==> config.mk <==
export PLATFORM = sky130hd
export DESIGN_NAME = decimal_digit_splitter
export DESIGN_NICKNAME = d
export VERILOG_FILES = /design/src/rtl/dds_pkg.sv /design/src/rtl/decimal_digit_splitter.sv /design/src/rtl/dds_dabble_step.sv
export SDC_FILE = /design/constraint.sdc
export NUM_CORES = 1
export LEC_CHECK = 0
export BUFFER_PORTS_ARGS = -buffer_cell sky130_fd_sc_hd__buf_2
export CAP_MARGIN = 15
export CORE_MARGIN = 2
export CORE_UTILIZATION = 45
export DETAILED_ROUTE_END_ITERATION = 6
export MAX_ROUTING_LAYER = met4
export SETUP_SLACK_MARGIN = 0.4
export SYNTH_ARGS = -nofsm -noshare
export SYNTH_HDL_FRONTEND = slang
export SYNTH_SLANG_ARGS = --single-unit
export TNS_END_PERCENT = 100
==> constraint.sdc <==
create_clock -name i_clk -period 4.5 [get_ports i_clk]
set_input_delay 0.45 -clock i_clk [delete_from_list [all_inputs] [get_ports i_clk]]
set_output_delay 0.45 -clock i_clk [all_outputs]
set_load 0.03 [all_outputs]
==> src/rtl/dds_pkg.sv <==
package dds_pkg;

    // Width of the integer that is converted, and how many decimal digits are kept.
    localparam int VALUE_WIDTH = 32;
    localparam int MAX_DIGITS  = 10;

    localparam int BCD_W = 4 * MAX_DIGITS;
    localparam int CNT_W = $clog2(VALUE_WIDTH);
    localparam int POS_W = $clog2(MAX_DIGITS + 1);

    typedef logic [BCD_W-1:0] t_bcd;

    typedef enum logic [1:0] {
        ST_IDLE,
        ST_CONVERT,
        ST_TRIM,
        ST_EMIT
    } t_state;

    // Result of one shift-add-3 step on the BCD accumulator.
    typedef struct packed {
        t_bcd bcd;
        logic carry;
    } t_dabble;

endpackage

==> src/rtl/decimal_digit_splitter.sv <==
// Splits a signed integer into its decimal digits and sends them out one transfer per digit,
// most significant first, each with its position (digit count down to 1), the digit magnitude,
// the sign of the input and a last flag on the units digit. Zero gives a single digit 0.
// Negative inputs, including the most negative value, are converted as their magnitude with
// the negative flag set. One item is handled at a time: after the input transfer the block
// runs VALUE_WIDTH shift-add-3 steps on a single shared BCD correction unit (one input bit per
// cycle), then strips the leading zero digits one at a time, then offers one result per digit.
// The input is ready only while the block is idle.
module decimal_digit_splitter (
    input  logic                                  i_clk,
    input  logic                                  i_rst_n,
    input  logic                                  i_in_valid,
    output logic                                  o_in_ready,
    input  logic signed [dds_pkg::VALUE_WIDTH-1:0] i_value,
    output logic                                  o_out_valid,
    input  logic                                  i_out_ready,
    output logic [3:0]                            o_position,
    output logic [3:0]                            o_digit,
    output logic                                  o_negative,
    output logic                                  o_last
);
    import dds_pkg::*;

    t_state                 r_state, n_state;
    logic [VALUE_WIDTH-1:0] r_mag, n_mag;
    t_bcd                   r_bcd, n_bcd;
    logic [CNT_W-1:0]       r_cnt, n_cnt;
    logic [POS_W-1:0]       r_pos, n_pos;
    logic                   r_neg, n_neg;
    logic                   r_ovf, n_ovf;

    t_dabble                w_step;
    logic                   w_in_xfer;
    logic                   w_out_xfer;
    logic                   w_top_zero;
    logic                   w_pos_one;

    // The shared unit sees the accumulator and the next magnitude bit, MSB first.
    dds_dabble_step u_step (
        .i_bcd  (r_bcd),
        .i_bit  (r_mag[VALUE_WIDTH-1]),
        .o_step (w_step)
    );

    assign w_in_xfer  = i_in_valid && o_in_ready;
    assign w_out_xfer = o_out_valid && i_out_ready;
    assign w_top_zero = (r_bcd[BCD_W-1 -: 4] == 4'd0);
    assign w_pos_one  = (r_pos == POS_W'(1));

    // Next state.
    always_comb begin
        n_state = r_state;
        case (r_state)
            ST_IDLE: begin
                if (i_in_valid) begin
                    n_state = ST_CONVERT;
                end
            end
            ST_CONVERT: begin
                if (r_cnt == '0) begin
                    n_state = ST_TRIM;
                end
            end
            ST_TRIM: begin
                // Stop stripping at the first non-zero digit, at the units digit, or when
                // digits were lost above the kept range (the count then saturates).
                if (r_ovf || !w_top_zero || w_pos_one) begin
                    n_state = ST_EMIT;
                end
            end
            ST_EMIT: begin
                if (i_out_ready && w_pos_one) begin
                    n_state = ST_IDLE;
                end
            end
            default: begin
                n_state = ST_IDLE;
            end
        endcase
    end

    // Handshake and result outputs.
    always_comb begin
        o_in_ready  = 1'b0;
        o_out_valid = 1'b0;
        case (r_state)
            ST_IDLE:    o_in_ready  = 1'b1;
            ST_EMIT:    o_out_valid = 1'b1;
            default: begin
                o_in_ready  = 1'b0;
                o_out_valid = 1'b0;
            end
        endcase
        o_position = 4'(r_pos);
        o_digit    = r_bcd[BCD_W-1 -: 4];
        o_negative = r_neg;
        o_last     = w_pos_one;
    end

    // Datapath next values.
    always_comb begin
        n_mag = r_mag;
        n_bcd = r_bcd;
        n_cnt = r_cnt;
        n_pos = r_pos;
        n_neg = r_neg;
        n_ovf = r_ovf;
        case (r_state)
            ST_IDLE: begin
                if (w_in_xfer) begin
                    n_neg = i_value[VALUE_WIDTH-1];
                    // Unsigned negate, so the most negative value yields its true magnitude.
                    n_mag = i_value[VALUE_WIDTH-1] ? (~i_value + 1'b1) : i_value;
                    n_bcd = '0;
                    n_cnt = CNT_W'(VALUE_WIDTH - 1);
                    n_ovf = 1'b0;
                end
            end
            ST_CONVERT: begin
                n_bcd = w_step.bcd;
                n_mag = {r_mag[VALUE_WIDTH-2:0], 1'b0};
                n_ovf = r_ovf | w_step.carry;
                n_cnt = r_cnt - 1'b1;
                n_pos = POS_W'(MAX_DIGITS);
            end
            ST_TRIM: begin
                if (!r_ovf && w_top_zero && !w_pos_one) begin
                    n_bcd = {r_bcd[BCD_W-5:0], 4'd0};
                    n_pos = r_pos - 1'b1;
                end
            end
            ST_EMIT: begin
                if (w_out_xfer) begin
                    n_bcd = {r_bcd[BCD_W-5:0], 4'd0};
                    n_pos = r_pos - 1'b1;
                end
            end
            default: begin
                n_bcd = r_bcd;
            end
        endcase
    end

    always_ff @(posedge i_clk) begin
        if (!i_rst_n) begin
            r_state <= ST_IDLE;
        end else begin
            r_state <= n_state;
        end
    end

    always_ff @(posedge i_clk) begin
        r_mag <= n_mag;
        r_bcd <= n_bcd;
        r_cnt <= n_cnt;
        r_pos <= n_pos;
        r_neg <= n_neg;
        r_ovf <= n_ovf;
    end

endmodule

==> src/rtl/dds_dabble_step.sv <==
module dds_dabble_step (
    input  dds_pkg::t_bcd    i_bcd,
    input  logic             i_bit,
    output dds_pkg::t_dabble o_step
);
    import dds_pkg::*;

    t_bcd w_adj;

    // Every digit of five or more gets three added, so that the shift doubles it in decimal.
    always_comb begin
        for (int d = 0; d < MAX_DIGITS; d++) begin
            if (i_bcd[4*d +: 4] >= 4'd5) begin
                w_adj[4*d +: 4] = i_bcd[4*d +: 4] + 4'd3;
            end else begin
                w_adj[4*d +: 4] = i_bcd[4*d +: 4];
            end
        end
    end

    assign o_step.bcd   = {w_adj[BCD_W-2:0], i_bit};
    assign o_step.carry = w_adj[BCD_W-1];

endmodule

Yosys cells after proc, flatten, opt, wreduce, memory -nomap -nowiden
Cells that the tools add are included.
Storage, ports and cells
  output and inout port bits: 12
  bits in registers: 85
  logic and storage cells: 94
  input port bits: 36
Operators by class
  eq/ne operators: 11
  reduce and logical (&&, ||, !) cells: 20
  mux-type cells: 31
  add/sub/neg operators: 13
  magnitude comparators: 10
  bitwise logic cells: 2
Operators with widths (number)
  40-bit case mux with 4 select lines: 1
  40-bit two-way mux: 3
  32-bit two-way mux: 2
  32-bit case mux with 2 select lines: 1
  4-bit two-way mux: 12
  4-bit by 2-bit adder with 4-bit output (second input constant): 10
  4-bit by 3-bit greater-or-equal comparator with 1-bit output (second input constant): 10
  32-bit by 1-bit adder with 32-bit output (second input constant): 1
  32-bit NOT: 1
  2-bit != test (second input constant): 7
  4-bit case mux with 3 select lines: 1
  5-bit case mux with 2 select lines: 1
  2-bit two-way mux: 4
  2-bit case mux with 4 select lines: 1
  3-bit AND reduction: 2
  1-bit logical AND: 5
  5-bit zero test: 1
  5-bit two-way mux: 1
  5-bit by 1-bit subtractor with 5-bit output (second input constant): 1
  2-bit == test (second input constant): 2
  4-bit by 1-bit == test with 1-bit output (second input constant): 1
  4-bit zero test: 1
  2-bit AND reduction: 2
  4-bit AND reduction: 1
  other kinds (10): 15

Logic depth before layout (Yosys ltp)
Gate-level depths: netlist (run 1).
  depth in word-level cells: 6
  depth in mapped cells: 7

Modules after synthesis
From an unflattened synthesis (run 1), not the netlist that was laid out.
Second synthesis, totals
  cells, all modules: 558
  area total of the unflattened synthesis: 5606.6 um2
Modules (own cells, without submodules)
  decimal_digit_splitter: area an instance 4585.6 um2, sequential area each 2532.4 um2, instances 1, cells each 397
  dds_dabble_step: area an instance 1021.0 um2, sequential area each 0.0 um2, instances 1, cells each 161

Least setup slack after synthesis (run 1)
No wires, ideal clock.
  path type: register to register
  from: register r_pos[0] (netlist: o_position[0])
  to: register r_bcd[0], enable pin
  data required time: 4.062 ns
  library setup time: 0.438 ns
  arrival time: 3.103 ns
  path slack: 0.959 ns
  buffers on the path: 0
  cell stages (with the launch flop): 6
  cell sequence: edfxtp_1 -> ha_1 -> nor3b_1 -> nand2b_1 -> and2_1 -> nor2_1
Between the ends
  cells in the longest elaborated chain, start to end: 5
RTL lines
  start, declared: line decimal_digit_splitter.sv:28  | logic [POS_W-1:0] r_pos, n_pos;
  start signal, assigned: line decimal_digit_splitter.sv:156  | r_pos <= n_pos;
  4-bit by 1-bit == test with 1-bit output: line decimal_digit_splitter.sv:48  | assign w_pos_one = (r_pos == POS_W'(1));
  net o_last: line decimal_digit_splitter.sv:20  | output logic o_last
  1-bit zero test: line decimal_digit_splitter.sv:127  | if (!r_ovf && w_top_zero && !w_pos_one) begin
  1-bit logical AND: line decimal_digit_splitter.sv:127
  2-bit != test (no source line)
  3-bit AND reduction (no source line)
  end signal, assigned: line decimal_digit_splitter.sv:154  | r_bcd <= n_bcd;
  end, declared: line decimal_digit_splitter.sv:26  | t_bcd r_bcd, n_bcd;
The timed path passes the listed nets, and every way through them passes these cells.
A chain may end at the register's enable or synchronous reset.

Worst setup path after layout (run 1)
  from: register r_bcd[36]
  to: register r_bcd[22], enable pin
Between the ends
  cells in the longest elaborated chain, start to end: 5
RTL lines
  4-bit zero test: line decimal_digit_splitter.sv:47  | assign w_top_zero = (r_bcd[BCD_W-1 -: 4] == 4'd0);
  1-bit logical AND (2 in series): line decimal_digit_splitter.sv:127
  2-bit != test (no source line)
  3-bit AND reduction (no source line)
No other way between the ends.

==> results.sh, run 1 <==
export IMPL_postCtsSetupBuffers=0
export IMPL_grt_setup_unrepaired="no"
export IMPL_fin_tns_setup_ns=0
export IMPL_ir_drop_uv=305.3
export IMPL_setup_viol=0
export IMPL_synth_area_top_cells="edfxtp_1, o21ai_0, ha_1, nand2_1, a21oi_1"
export IMPL_r2r_slack_ns=1.86
export IMPL_p_leak_nw=2.169
export IMPL_drive_gt1_share_pct=13.63
export IMPL_clock_latency_ns=0.34
export IMPL_power_per_cell_area_mw_per_mm2=643.1
export IMPL_drv_slew=0
export IMPL_gp_congestion=0.7712
export IMPL_rr_worst_depth=6
export IMPL_ys_seq_area_share_pct=47.67
export IMPL_ant_nets=0
export IMPL_p_int_mw=2.428
export IMPL_finClkSkew_ns=0.004622
export IMPL_clk_pin_slew_ns=0.06
export IMPL_routed_wl_um=10010
export IMPL_max_freq_ghz=0.3784
export IMPL_ios=48
export IMPL_pwr_share_clk_pct=21.9
export IMPL_ys_types=40
export IMPL_h_tree_depth=3
export IMPL_die_area_mm2=0.01269
export IMPL_p_comb_share_pct=36.0
export IMPL_diodes=0
export IMPL_cp_max_fo=40
export IMPL_p_sw_mw=1.426
export IMPL_ys_seq_elements=85
export IMPL_cp_slowest_cell="nor2_4"
export IMPL_wire_per_inst_um=13.71
export IMPL_dp_hpwl_um=6852
export IMPL_cp_arrival_ns=2.60
export IMPL_dieWidth_um=112.7
export IMPL_fp_dieH_um=112.7
export IMPL_final_util_pct=52.26
export IMPL_status="finished clean"
export IMPL_cts_hold_buffers=0
export IMPL_synth_ff_type="edfxtp_1"
export IMPL_cts_resized=0
export IMPL_synth_top_area_share_pct=46.91
export IMPL_layout_min_cycle_time_ns=2.643
export IMPL_synth_area_leader_cell="edfxtp_1"
export IMPL_synthesis_area_mm2=0.005313
export IMPL_antenna_found_initial=0
export IMPL_cts_buffers=9
export IMPL_crit_required_ns=4.45
export IMPL_hold_path_class="input pin to register"
export IMPL_post_route_drc_count=0
export IMPL_tightest_slew_ns=1.126
export IMPL_min_delay_start="i_rst_n"
export IMPL_syn_nets=611
export IMPL_clkSinkCount=85
export IMPL_cts_path_max_buffers=2
export IMPL_overflow=0
export IMPL_criticalPathCategory="register to register"
export IMPL_root_buffer="clkbuf_16"
export IMPL_whs_path_depth=3
export IMPL_ys_warn_count=0
export IMPL_vias_per_cell=5.385
export IMPL_fp_row_count=39
export IMPL_worstHoldEndpoint="r_state[1]"
export IMPL_endpoint_kind="register"
export IMPL_drt_iter0_markers=208
export IMPL_grt_max_degree=68
export IMPL_start_util_pct=46.33
export IMPL_worstPathCellList="inv_1, ha_1, nor4b_1, nand2b_1, and2_1, nor2_4"
export IMPL_io_buffers=47
export IMPL_period_share_pct=58.73
export IMPL_critPathMaxStageDelay_ns=0.87
export IMPL_setup_ws_ns=1.857
export IMPL_r2r_end="r_bcd[22]"
export IMPL_placed_cell_area_mm2=0.005655
export IMPL_hold_viol_final=0
export IMPL_power_share_switching_pct=37.00
export IMPL_grt_pass1_wl_um=17110
export IMPL_synth_avg_cell_area_um2=9.748
export IMPL_synth_edf_count=83
export IMPL_drtPass1Iterations=4
export IMPL_slew_headroom_pct=24.79
export IMPL_timing_rr_start="r_bcd[36]"
export IMPL_dr_total_vias=3931
export IMPL_cts_tree="done"
export IMPL_fin_nets=648
export IMPL_fin_area_mm2=0.005993
export IMPL_pwr_share_seq_pct=42.1
export IMPL_synth_cells=545
export IMPL_start_kind="register"
export IMPL_core_area_mm2=0.01147
export IMPL_pre_cts_slack_ns=1.725
export IMPL_syn2layout_area_growth_pct=12.81
export IMPL_grt_pass1_vias=3761
export IMPL_maxCapViolCount=0
export IMPL_grt_usage_pct=17.03
export IMPL_ys_async_sr_fraction_pct=0
==> Yosys cell counts, types with 2 or more instances <==
cell,count
edfxtp_1,83
o41ai_1,5
dfxtp_1,2
xor2_1,21
nor2b_1,5
a22oi_1,2
ha_1,30
o21ai_0,84
nor4_1,5
buf_1,3
buf_4,4
xnor2_1,19
nor3_1,6
mux2i_1,4
nor4b_1,2
nand3_1,6
or4_1,6
nor3b_1,18
mux2_2,7
clkbuf_1,16
nand2b_1,18
and2_1,2
a21oi_1,38
inv_1,31
nor2_1,27
o31ai_1,14
nand2_1,74
==> final cells by class <==
cell class / count / area (um^2)
Multi-Input combinational cell: 405 / 2570
Fill cell: 1038 / 5474
Timing Repair Buffer: 50 / 257.7
Tap cell: 143 / 178.9
Clock buffer: 9 / 225.2
Clock inverter: 7 / 112.6
Sequential cell: 85 / 2532
Inverter: 31 / 116.4
==> power by group through the flow <==
stage | logic [mW] | clock network, mW | registers [mW]
2_1_floorplan | 1.09 | 0 | 1.59
3_3_place_gp | 1.36 | 0 | 1.63
3_5_place_dp | 1.40 | 0 | 1.63
4_1_cts | 1.41 | 0.867 | 1.62
5_1_grt | 1.61 | 0.899 | 1.67
6_report | 1.39 | 0.844 | 1.62
==> critical path, delay by kind of cell, from the launching register on <==
kind / cells / cell delay [ns]
AND/OR/NAND/NOR: 4 / 1.52
flip-flops: 1 / 0.43
adder cells (fa/ha/maj): 1 / 0.15
buffers and inverters: 1 / 0.14
==> placed cells by master, fill, tap and decap left out, types with 2 or more instances in the layout <==
cell type	instances
xor2_1	21
nor4_1	5
mux2i_1	4
dfxtp_1	2
clkinv_2	2
o41ai_1	5
mux2_2	7
nand3_1	6
nor2_1	25
ha_1	29
bufinv_16	3
buf_2	47
nand2_1	74
nor4b_1	2
buf_4	3
clkbuf_16	9
edfxtp_1	83
nor2b_1	5
a22oi_1	2
nor3b_1	18
inv_1	31
o31ai_1	14
nand2b_1	18
o21ai_0	84
a21oi_1	38
nor3_1	6
xnor2_1	19
and2_1	2
or4_1	6
==> per-stage QoR <==
step	total power, mW	hold slack, ns	cells
3_5_place_dp	3.037	0.4975	714
4_1_cts	3.899	0.3794	730
2_1_floorplan	2.685	0.4709	545
3_3_place_gp	2.986	0.4890	714
5_1_grt	4.180	0.4004	730
6_report	3.855	0.3934	730
==> registers in the layout, summed over array words and instances, names as in the netlist <==
name	cells
r_bcd	40
r_mag	32
r_cnt	5
o_position	4
r_state	2
o_negative	1
r_ovf	1
==> cells by family (layout without fill, tap and decap cells) <==
logic type | after synthesis | in the layout | synth area share (%)
AO/OA/AOI/OAI | 148 | 148 | 15.61
AND/OR/NAND/NOR | 176 | 176 | 16.63
buffers and inverters | 55 | 97 | 4.192
flip-flops | 85 | 85 | 47.67
multiplexers | 11 | 11 | 2.238
adder cells (fa/ha/maj) | 30 | 30 | 7.065
XOR/XNOR | 40 | 40 | 6.595
==> worst max path at each step <==
stage                   from        end  slack [ns]  cells past startpoint
2_1_floorplan  o_position[0]   r_bcd[0]        0.96                      5
3_3_place_gp      i_value[6]  r_mag[23]        1.82                      6
3_5_place_dp      i_value[6]  r_mag[23]        1.73                      6
4_1_cts            r_bcd[36]  r_bcd[23]        1.82                      6
5_1_grt            r_bcd[36]  r_bcd[20]        1.63                      6
6_report           r_bcd[36]  r_bcd[22]        1.86                      6
==> layer usage <==
metal	wire length (um)	global-route usage, %	vias to the layer above
li1	-	-	2026
met1	5025	22.42	1834
met2	4481	26.07	55
met3	307	3.456	16
met4	191	6.504	0
met5	0	-	-
(Power assumes the default switching activity.)
==> inputs of run 2 (changes only) <==
--- a/config.mk
+++ b/config.mk
@@ -5,12 +5,14 @@
 export SDC_FILE = /design/constraint.sdc
 export NUM_CORES = 1
 export LEC_CHECK = 0
+export ABC_AREA = 1
 export BUFFER_PORTS_ARGS = -buffer_cell sky130_fd_sc_hd__buf_2
 export CAP_MARGIN = 15
 export CORE_MARGIN = 2
 export CORE_UTILIZATION = 45
 export DETAILED_ROUTE_END_ITERATION = 6
 export MAX_ROUTING_LAYER = met4
+export PLACE_DENSITY = 0.65
 export SETUP_SLACK_MARGIN = 0.4
 export SYNTH_ARGS = -nofsm -noshare
 export SYNTH_HDL_FRONTEND = slang
==> constraint.sdc (replaced) <==
create_clock -name i_clk -period 2.3 [get_ports i_clk]
set_input_delay 0.23 -clock i_clk [delete_from_list [all_inputs] [get_ports i_clk]]
set_output_delay 0.23 -clock i_clk [all_outputs]
set_load 0.03 [all_outputs]
==> results.sh, run 2 <==
export IMPL_status="finished clean"
export IMPL_p_int_mw=5.086
export IMPL_dp_cells=894
export IMPL_synth_cells=695
export IMPL_syn2layout_area_growth_pct=15.55
export IMPL_drt_iter0_markers=273
export IMPL_instances_no_fill=921
export IMPL_cp_slowest_cell="edfxtp_1"
export IMPL_cts_hold_buffers=0
export IMPL_overflow=0
export IMPL_max_freq_ghz=0.5566
export IMPL_multiInputGateArea_mm2=0.002613
export IMPL_fin_tns_setup_ns=0
export IMPL_synth_ff_type="edfxtp_1"
export IMPL_ys_seq_area_share_pct=45.29
export IMPL_cp_arrival_ns=1.85
export IMPL_ys_warn_count=0
export IMPL_grt_pass1_wl_um=20480
export IMPL_antenna_found_initial=0
export IMPL_cp_depth=8
export IMPL_p_sw_mw=3.477
export IMPL_fin_area_mm2=0.006461
export IMPL_cp_startpoint="r_bcd[36]"
export IMPL_synth_avg_cell_area_um2=8.045
export IMPL_cp_top_family="buffers and inverters"
export IMPL_timing_rr_start="r_bcd[36]"
export IMPL_grt_pass1_vias=4413
export IMPL_largest_reg_flops=40
export IMPL_r2r_end="r_bcd[13]"
export IMPL_clkSinkCount=85
export IMPL_root_buffer="clkbuf_16"
export IMPL_crit_end="r_bcd[13]"
export IMPL_dieWidth_um=115.5
export IMPL_placed_cell_area_mm2=0.006003
export IMPL_layout_min_cycle_time_ns=1.797
export IMPL_hold_viol_final=0
export IMPL_dp_hpwl_um=8654
export IMPL_tightest_slew_ns=0.5694
export IMPL_fp_row_count=40
export IMPL_worstPathCellList="inv_2, ha_1, nand3_1, o21ai_1, inv_1, nor2_4, buf_12, clkbuf_16"
export IMPL_routed_wl_um=12480
export IMPL_synth_commonest_cells="nand2_1, nor2_1, inv_1"
export IMPL_p_leak_nw=2.778
export IMPL_cp_max_fo=10
export IMPL_core_area_mm2=0.01206
export IMPL_criticalPathCategory="register to register"
export IMPL_pwr_share_seq_pct=36.8
export IMPL_ant_nets=0
export IMPL_dr_total_vias=4832
export IMPL_nFillCells=1109
export IMPL_cts_path_max_buffers=2
export IMPL_start_kind="register"
export IMPL_synthesis_area_mm2=0.005592
export IMPL_hold_path_class="input pin to register"
export IMPL_drtPass1Iterations=5
export IMPL_critPathMaxStageDelay_ns=0.44
export IMPL_gp_congestion=0.8992
export IMPL_ios=48
export IMPL_drive_gt1_share_pct=14.48
export IMPL_diodes=0
export IMPL_syn_nets=761
export IMPL_period_share_pct=78.12
export IMPL_rr_worst_depth=8
export IMPL_fin_nets=815
export IMPL_vias_per_cell=5.246
export IMPL_grt_max_degree=41
export IMPL_ir_drop_uv=590.8
export IMPL_endpoint_kind="register"
export IMPL_finClkSkew_ns=0.007142
export IMPL_setup_viol=0
export IMPL_pwr_share_clk_pct=17.7
export IMPL_maxCapViolCount=0
export IMPL_grt_setup_unrepaired="no"
export IMPL_synth_edf_count=83
export IMPL_h_tree_depth=3
export IMPL_power_per_cell_area_mw_per_mm2=1325
export IMPL_yosysMostFrequentCell="nand2_1"
export IMPL_grt_usage_pct=19.74
export IMPL_synth_area_leader_cell="edfxtp_1"
export IMPL_ys_seq_elements=85
export IMPL_cts_buffers=9
export IMPL_ys_types=40
export IMPL_io_buffers=47
export IMPL_crit_required_ns=2.35
export IMPL_whs_path_depth=3
export IMPL_reg_top3="r_bcd: 40 flops, r_mag: 32 flops, r_cnt: 5 flops"
export IMPL_ys_async_sr_fraction_pct=0
export IMPL_slew_headroom_pct=62.04
export IMPL_p_comb_share_pct=45.5
export IMPL_synth_area_top_cells="edfxtp_1, nand2_1, ha_1, nor2_1, o21ai_0"
export IMPL_seq_area_mm2=0.002532
export IMPL_r2r_slack_ns=0.50
export IMPL_regMostFlops="r_bcd"
export IMPL_post_route_drc_count=0
export IMPL_cts_tree="done"
export IMPL_drv_slew=0
export IMPL_clk_pin_slew_ns=0.06
export IMPL_power_share_switching_pct=40.61
export IMPL_start_util_pct=46.36
export IMPL_synth_top_area_share_pct=44.57
export IMPL_wire_per_inst_um=13.55
export IMPL_fp_dieH_um=115.5
export IMPL_critPathBufInv=4
export IMPL_layout_commonest_cell="nand2_1"
export IMPL_final_cell_mix="nand2_1, nor2_1, inv_1, edfxtp_1, o21ai_0"
export IMPL_clock_latency_ns=0.34
export IMPL_die_area_mm2=0.01333
==> run 2: cell count changes in the layout (fill, tap and decap cells not counted), sizes merged, moves of 11 or more <==
cell and delta:
buf +14, inv +58, nand2 +78, nand2b -18
nand3 +39, nor2 +76, nor3b -17, o211ai +11
o21ai -12, o31ai -15, xnor2 -17, xor2 -17
==> run 2: tightest hold or removal path: stages <==
cell and delay, ns:
buf_2 0.11, nand2_1 0.06, nor2_1 0.03
==> run 2: metrics by stage <==
step	hold slack (ns)	power, mW	util [%]	setup slack (ns)
2_1_floorplan	0.3289	5.710	-	0.02852
3_3_place_gp	0.4759	6.521	49.77	0.4698
3_5_place_dp	0.4809	6.657	49.77	0.4387
4_1_cts	0.1267	8.203	52.29	0.4345
5_1_grt	0.1363	9.239	53.57	0.4113
6_report	0.1386	8.563	53.57	0.5033
==> run 2: final cells by class <==
class / instances / area share [%]
Tap cell: 168 / 3.253
Clock inverter: 6 / 1.220
Inverter: 90 / 5.267
Timing Repair Buffer: 66 / 7.146
Clock buffer: 9 / 3.486
Multi-Input combinational cell: 497 / 40.43
Sequential cell: 85 / 39.19
==> run 2: cell families after synthesis <==
family                   Yosys count  synth area share, %
AND/OR/NAND/NOR                  318                24.05
AO/OA/AOI/OAI                    143                14.43
buffers and inverters            113                8.570
flip-flops                        85                45.29
adder cells (fa/ha/maj)           30                6.713
XOR/XNOR                           6               0.9398
==> run 2: power by group through the flow <==
stage	registers [mW]	logic [mW]	clock network (mW)
floorplan	3.12	2.59	0
global placement	3.14	3.38	0
detailed placement	3.17	3.49	0
CTS	3.15	3.50	1.55
global route	3.23	4.41	1.60
finish	3.15	3.90	1.52
==> run 2: layer usage <==
layer / GRT usage, % / vias up / share of wire (%)
li1: - / 2449 / -
met1: 25.22 / 2255 / 46
met2: 32.75 / 119 / 49
met3: 3.138 / 9 / 4.2
met4: 5.382 / 0 / 0.83
met5: - / - / 0
==> run 2: worst min-delay path by stage <==
| stage | from | end | slack, ns |
|---|---|---|---|
| after global routing | i_rst_n | r_state[1] | 0.14 |
| after CTS | i_rst_n | r_state[1] | 0.13 |
| after floorplan | i_value[31] | o_negative | 0.33 |
| after detailed placement | i_rst_n | r_state[1] | 0.48 |
| after global placement | i_rst_n | r_state[1] | 0.48 |
| final | i_rst_n | r_state[1] | 0.14 |
==> run 2: what timing repair did <==
item                       in CTS  in global routing
buffers inserted                0                  8
setup endpoints to repair       0                 97
resized for setup               0                  7
